**src/rtl/core/chkc_pkg.sv**
```systemverilog
// ============================================================================
// Key counter package
// Types, codes and defaults shared by the chained hash key counter.
// ============================================================================
package chkc_pkg;

    localparam int DEF_NUM_BUCKETS  = 251;
    localparam int DEF_POOL_ENTRIES = 256;
    localparam int DEF_KEY_WORDS    = 8;

    localparam logic [1:0] CMD_INC  = 2'd0;
    localparam logic [1:0] CMD_DEC  = 2'd1;
    localparam logic [1:0] CMD_READ = 2'd2;

    localparam logic [1:0] ST_OK     = 2'd0;
    localparam logic [1:0] ST_ABSENT = 2'd1;
    localparam logic [1:0] ST_FULL   = 2'd2;
    localparam logic [1:0] ST_OVF    = 2'd3;

    typedef enum logic [3:0] {
        S_INIT,
        S_IDLE,
        S_HASH,
        S_HEAD,
        S_HEAD_WT,
        S_CHECK,
        S_KEY,
        S_ACT,
        S_ALLOC,
        S_LINK,
        S_KEYW,
        S_FREE,
        S_RESP
    } t_state;

    typedef struct packed {
        logic init_wr;
        logic load;
        logic hash;
        logic head_rd;
        logic head_take;
        logic probe;
        logic key_cmp;
        logic act;
        logic alloc_rd;
        logic alloc_wr;
        logic key_wr;
        logic free_wr;
    } t_dp_cmd;

    typedef struct packed {
        logic init_last;
        logic chain_end;
        logic key_eq;
        logic word_last;
        logic alloc_go;
        logic free_go;
    } t_dp_stat;

endpackage

```
**src/rtl/core/chkc_ctrl.sv**
```systemverilog
// ============================================================================
// Key counter controller
// Sequences clearing, hashing, chain walk, update and response.
// ============================================================================
module chkc_ctrl (
    input  logic              i_clk,
    input  logic              i_rst_n,
    input  logic              i_start,
    input  chkc_pkg::t_dp_stat i_stat,
    output chkc_pkg::t_dp_cmd  o_cmd,
    output logic              o_busy,
    output logic              o_done
);

    chkc_pkg::t_state r_state;
    chkc_pkg::t_state n_state;

    always_ff @(posedge i_clk) begin
        if (!i_rst_n) begin
            r_state <= chkc_pkg::S_INIT;
        end else begin
            r_state <= n_state;
        end
    end

    always_comb begin
        n_state = r_state;
        unique case (r_state)
            chkc_pkg::S_INIT: begin
                if (i_stat.init_last) n_state = chkc_pkg::S_IDLE;
            end
            chkc_pkg::S_IDLE: begin
                if (i_start) n_state = chkc_pkg::S_HASH;
            end
            chkc_pkg::S_HASH:    n_state = chkc_pkg::S_HEAD;
            chkc_pkg::S_HEAD:    n_state = chkc_pkg::S_HEAD_WT;
            chkc_pkg::S_HEAD_WT: n_state = chkc_pkg::S_CHECK;
            chkc_pkg::S_CHECK: begin
                n_state = i_stat.chain_end ? chkc_pkg::S_ACT : chkc_pkg::S_KEY;
            end
            chkc_pkg::S_KEY: begin
                if (!i_stat.key_eq) begin
                    n_state = chkc_pkg::S_CHECK;
                end else if (i_stat.word_last) begin
                    n_state = chkc_pkg::S_ACT;
                end
            end
            chkc_pkg::S_ACT: begin
                if (i_stat.alloc_go) begin
                    n_state = chkc_pkg::S_ALLOC;
                end else if (i_stat.free_go) begin
                    n_state = chkc_pkg::S_FREE;
                end else begin
                    n_state = chkc_pkg::S_RESP;
                end
            end
            chkc_pkg::S_ALLOC: n_state = chkc_pkg::S_LINK;
            chkc_pkg::S_LINK:  n_state = chkc_pkg::S_KEYW;
            chkc_pkg::S_KEYW: begin
                if (i_stat.word_last) n_state = chkc_pkg::S_RESP;
            end
            chkc_pkg::S_FREE: n_state = chkc_pkg::S_RESP;
            chkc_pkg::S_RESP: n_state = chkc_pkg::S_IDLE;
            default:          n_state = chkc_pkg::S_INIT;
        endcase
    end

    always_comb begin
        o_cmd  = '0;
        o_busy = 1'b1;
        o_done = 1'b0;
        unique case (r_state)
            chkc_pkg::S_INIT:    o_cmd.init_wr = 1'b1;
            chkc_pkg::S_IDLE: begin
                o_busy     = 1'b0;
                o_cmd.load = i_start;
            end
            chkc_pkg::S_HASH:    o_cmd.hash = 1'b1;
            chkc_pkg::S_HEAD:    o_cmd.head_rd = 1'b1;
            chkc_pkg::S_HEAD_WT: o_cmd.head_take = 1'b1;
            chkc_pkg::S_CHECK:   o_cmd.probe = 1'b1;
            chkc_pkg::S_KEY:     o_cmd.key_cmp = 1'b1;
            chkc_pkg::S_ACT:     o_cmd.act = 1'b1;
            chkc_pkg::S_ALLOC:   o_cmd.alloc_rd = 1'b1;
            chkc_pkg::S_LINK:    o_cmd.alloc_wr = 1'b1;
            chkc_pkg::S_KEYW:    o_cmd.key_wr = 1'b1;
            chkc_pkg::S_FREE:    o_cmd.free_wr = 1'b1;
            chkc_pkg::S_RESP:    o_done = 1'b1;
            default:             o_busy = 1'b1;
        endcase
    end

endmodule

```
**config.mk**
```make
export PLATFORM = sky130hd
export DESIGN_NAME = chkc_ctrl
export DESIGN_NICKNAME = d
export VERILOG_FILES = /design/src/rtl/core/chkc_pkg.sv /design/src/rtl/core/chkc_ctrl.sv
export SDC_FILE = /design/constraint.sdc
export NUM_CORES = 1
export LEC_CHECK = 0
export ABC_CLOCK_PERIOD_IN_PS = 1550
export BUFFER_PORTS_ARGS = -buffer_cell sky130_fd_sc_hd__clkbuf_2
export CORE_AREA = 4 4 41 43
export CTS_BUF_LIST = sky130_fd_sc_hd__clkbuf_8
export DETAILED_ROUTE_END_ITERATION = 6
export DIE_AREA = 0 0 45 47
export GPL_TIMING_DRIVEN = 0
export SLEW_MARGIN = 20
export SYNTH_ARGS = -nofsm -noshare
export SYNTH_HDL_FRONTEND = slang
export SYNTH_SLANG_ARGS = --single-unit
```
**constraint.sdc**
```tcl
create_clock -name i_clk -period 1.55 [get_ports i_clk]
set_input_delay 0.155 -clock i_clk [delete_from_list [all_inputs] [get_ports i_clk]]
set_output_delay 0.155 -clock i_clk [all_outputs]
set_load 0.03 [all_outputs]
```
# --- Word level (Yosys, flattened, before mapping) ---
# Index checks and enable logic that the tools add are counted.
# Widths: inputs -> output; s select.
word_totals:
  reg_bits: 4
  in_bits: 9
  out_inout_bits: 14
  word_cells: 42
classes:
  eq_ne: 16
  muxes: 23
  reduce_logical: 2
op_table:
  columns: ["cell", "n"]
  rows:
  - ["$pmux 4 s13", 1]
  - ["$eq 4x4->1 const B", 5]
  - ["$mux 4", 5]
  - ["$eq 4x3->1 const B", 4]
  - ["$mux 1", 15]
  - ["$eq 4x2->1 const B", 2]
  - ["$mux 3", 2]
  - ["$ne 2x2->1 const B", 3]
  - ["$eq 4x1->1 const B", 1]
  - ["$logic_not 4->1", 1]
  - ["$reduce_and 4->1", 1]
  - ["$ne 3x3->1 const B", 1]

# --- Logic depth before layout (Yosys ltp) ---
depth:
  word_depth: 3
  ltp_mapped: 6
  depth_no_buf: 4

# --- Worst setup path after synthesis ---
# Ideal clock, no wire load.
synth_timing:
  path_kind: "register -> output"
  start: "register r_state[2]"
  end: "output o_cmd[11] (netlist name)"
  t_arrival_ns: 1.563
  t_required_ns: 1.395
  setup_slack_ns: -0.168
  stages_incl_launch_ff: 4
  n_path_buf: 2
  path_cell_list: "dfxtp_1 buf_2 buf_2 nor4_1"
synth_rtl:
  columns: ["item", "line_no", "rtl"]
  rows:
  - ["from (decl)", "chkc_ctrl.sv:15", "chkc_pkg::t_state r_state;"]
  - ["from (signal assigned)", "chkc_ctrl.sv:20", "r_state <= chkc_pkg::S_INIT;"]
  - ["from (signal assigned)", "chkc_ctrl.sv:22", "r_state <= n_state;"]
  - ["to (decl)", "chkc_ctrl.sv:10", "output chkc_pkg::t_dp_cmd o_cmd,"]

==> summary.md <==
| Metric | Value |
|---|---|
| Status | `finished clean` |
| Final WS setup | `0.105 ns` |
| Top Registers | `r_state x4` |
| Chip width | `around 45 um` |
| Crit path time final | `1.45 ns` |
| F_max | `a little under 700 MHz` |
| Worst hold stages | `2` |
| PortBufs | `22` |
| Distinct cells, synth | `28` |
| Layout cells sized above 1 | `44.0%` |
| Crit path DAT | `1.29 ns` |
| CTS tree | `done` |
| Peak VDD IR | `0.555 mV` |
| Core ar. | `about 1300 um2` |
| Critical path endpoint category | `output pin` |
| Residual DRC | `0` |
| Setup bufs post-CTS | `0` |
| Clk Latency, worst-skew pair | `around 0.21 ns` |
| First-pass GRT wire length | `1810 um` |
| Post-DP HPWL | `approximately 900 um` |
| RSZ-0062 raised after global routing | `no` |
| GRT overflow | `0` |
| HP Class | `in2reg` |
| Path depth of the worst reg2reg path | `5` |
| Sequential area share after synthesis | `18.3%` |
| CP peak stage delay | `0.34 ns` |
| Final ANT Viol Nets | `0` |
| Longest Clk Path Bufs | `2` |
| Largest net degree at the start of global routing | `19` |
| Synth top area cells | `dfxtp_1, nand2b_1, nor2_1` |
| Critical Path Source Type | `register` |
| Clock H-tree levels | `1` |
| Reg clk slew, reported paths | `0.03 ns` |
| Max-slew headroom | `80.6%` |
| Setup TNS | `0 ns` |
| Clk_skew | `0.00113 ns` |
| Final slew viol count | `0` |
| Antenna fix cells | `0` |
| Worst-margin pin slew | `0.289 ns` |
| Cts bufs inserted | `3` |
| Cell Pwr Density | `960 nW/um2` |
| WL per Instance | `11.6 um` |
| Root Buffer | `clkbuf_8` |
| Vias per cell | `5.10` |
| Chip Height | `47 um` |
| Fill cells | `149` |
| Critical path class | `reg2out` |
| I/O pins | `23` |
| Area share of the largest cell type after synthesis | `between 10% and 20%` |
| Post-Synthesis Net Count | `70` |
| Setup WS pre-CTS | `~0.14 ns` |
| Initial Util | `between 30 and 40%` |
| Final wirelength | `1150 um` |
| Synthesized flop and latch total | `4` |
| Total GRT Usage | `11.7%` |
| Syn. warnings | `0` |
| CTS sink cnt | `4` |
| Data required time of the worst path | `1.39 ns` |
| Count of final setup violators | `0` |
| Routability congestion estimate | `0.812` |
| Max cap viols | `0` |
| Reg with most FFs | `r_state` |
| Die Area | `2120 um2` |
| Fin. Hold Viols | `0` |
| Starting DRT DRC Count | `11` |
| Crit-path cells | `clkbuf_4, nand2b_1, nor3_1, buf_2` |
| Vias post-DR | `505` |
| Leakage | `0.307 nW` |
| First-pass DRT Iterations | `3` |
| Initial antenna violation count | `0` |
| Max FFs per register | `4` |
| Hold buffers post-CTS | `0` |
| Vias in the first global route | `427` |
| Fin nets | `95` |
| Mapped Cells | `61` |
| Post-Syn Area | `approximately 440 um2` |
| Row count | `13` |
| Worst-path fanout max | `10` |
| Layout area overhead | `42.6%` |
| CP max stage cell | `dfxtp_2` |
| Yosys top cell by area | `dfxtp_1` |
| Avg Inst Size Synth | `between 7 and 8 um2` |
| Period utilization | `93.2%` |
-- metrics by stage --
stage | power, mW | cells | instance area, um2 | utilization [%] | hold slack (ns)
after floorplan | 0.328 | 61 | 449 | - | 0.289
after global placement | 0.390 | 98 | 578 | 44.4 | 0.466
after detailed placement | 0.392 | 98 | 578 | 44.4 | 0.471
after CTS | 0.605 | 100 | 616 | 47.3 | 0.250
after global routing | 0.643 | 99 | 624 | 48.0 | 0.252
final | 0.599 | 99 | 624 | 48.0 | 0.240
-- metal layers --
layer / track usage (%) / vias up / wire [um]
met2: 17.8 / 17 / 507
met5: 0 / - / 0
met3: 2.30 / 0 / 89
li1: - / 261 / -
met4: 5.26 / 0 / 0
met1: 15.9 / 227 / 549
-- worst max-delay path: cells and delay by family, from the launching register on --
family        cells  cell delay, ns
buf+inv           2            0.41
simple gates      2            0.33
flops             1            0.34
-- path summary, 6_finish.rpt --
check | startpoint | end | slack [ns]
worst min-delay path | i_rst_n | r_state[3]$_SDFFE_PN0P_ | 0.24
worst min register to register | r_state[3]$_SDFFE_PN0P_ | r_state[3]$_SDFFE_PN0P_ | 0.55
worst max-delay path | r_state[3]$_SDFFE_PN0P_ | o_cmd[9] | 0.10
worst max register to register | r_state[0]$_SDFFE_PN0P_ | r_state[0]$_SDFFE_PN0P_ | 0.12
-- cell families (layout without fill, tap and decap cells) --
family	count (synthesis)	in the layout	share of synthesized area, %
and+or+nand+nor	37	37	50.0
AOI/OAI and AO/OA	11	11	16.6
buffers and inverters	7	30	9.43
DFF	4	4	18.3
muxes	2	2	5.71
-- cell usage in the layout (no fill, tap or decap), types with 2 or more instances in the layout --
cell | synthesis | routed
nand4b_1 | 2 | 2
o21ai_0 | 4 | 4
nand2b_1 | 7 | 7
clkbuf_2 | 0 | 17
nor3_1 | 4 | 3
nor2_1 | 9 | 9
nand3b_1 | 2 | 2
a21oi_1 | 2 | 2
clkbuf_8 | 0 | 3
and3_1 | 3 | 3
dfxtp_2 | 0 | 3
nand2_1 | 4 | 4
buf_4 | 1 | 4
buf_2 | 3 | 3
-- final cells by class --
| type | count | area (um2) | area share [%] |
|---|---|---|---|
| multi-input combinational | 50 | 328 | 52.5 |
| timing repair buffer | 22 | 115 | 18.4 |
| inverter | 1 | 3.75 | 0.601 |
| clock buffer | 3 | 41.3 | 6.61 |
| buffer | 4 | 33.8 | 5.41 |
| tap | 15 | 18.8 | 3.01 |
| sequential | 4 | 83.8 | 13.4 |
-- cell usage after synthesis --
cell      n
a21boi_0  1
a21oi_1   2
a31o_1    1
a31oi_1   1
a31oi_2   1
and2b_1   1
and3_1    3
and3b_1   1
buf_2     3
buf_4     1
buf_6     1
clkbuf_1  1
dfxtp_1   4
inv_1     1
mux2_4    1
mux2i_1   1
nand2_1   4
nand2b_1  7
nand3_1   1
nand3b_1  2
nand4b_1  2
nor2_1    9
nor2b_1   1
nor3_1    4
nor4_1    1
nor4_4    1
o211ai_1  1
o21ai_0   4
-- report_power, final --
part           switching (mW)  total, mW  internal (mW)
sequential             0.0126      0.128          0.116
combinational           0.155      0.259          0.104
clock                  0.0475      0.213          0.165
total                   0.215      0.599          0.385
-- timing repair --
item	CTS	global route
resized for setup	0	14
endpoints found under the hold margin	0	0
endpoints found under the setup margin	7	9
Power figures use the tool's default switching activity.
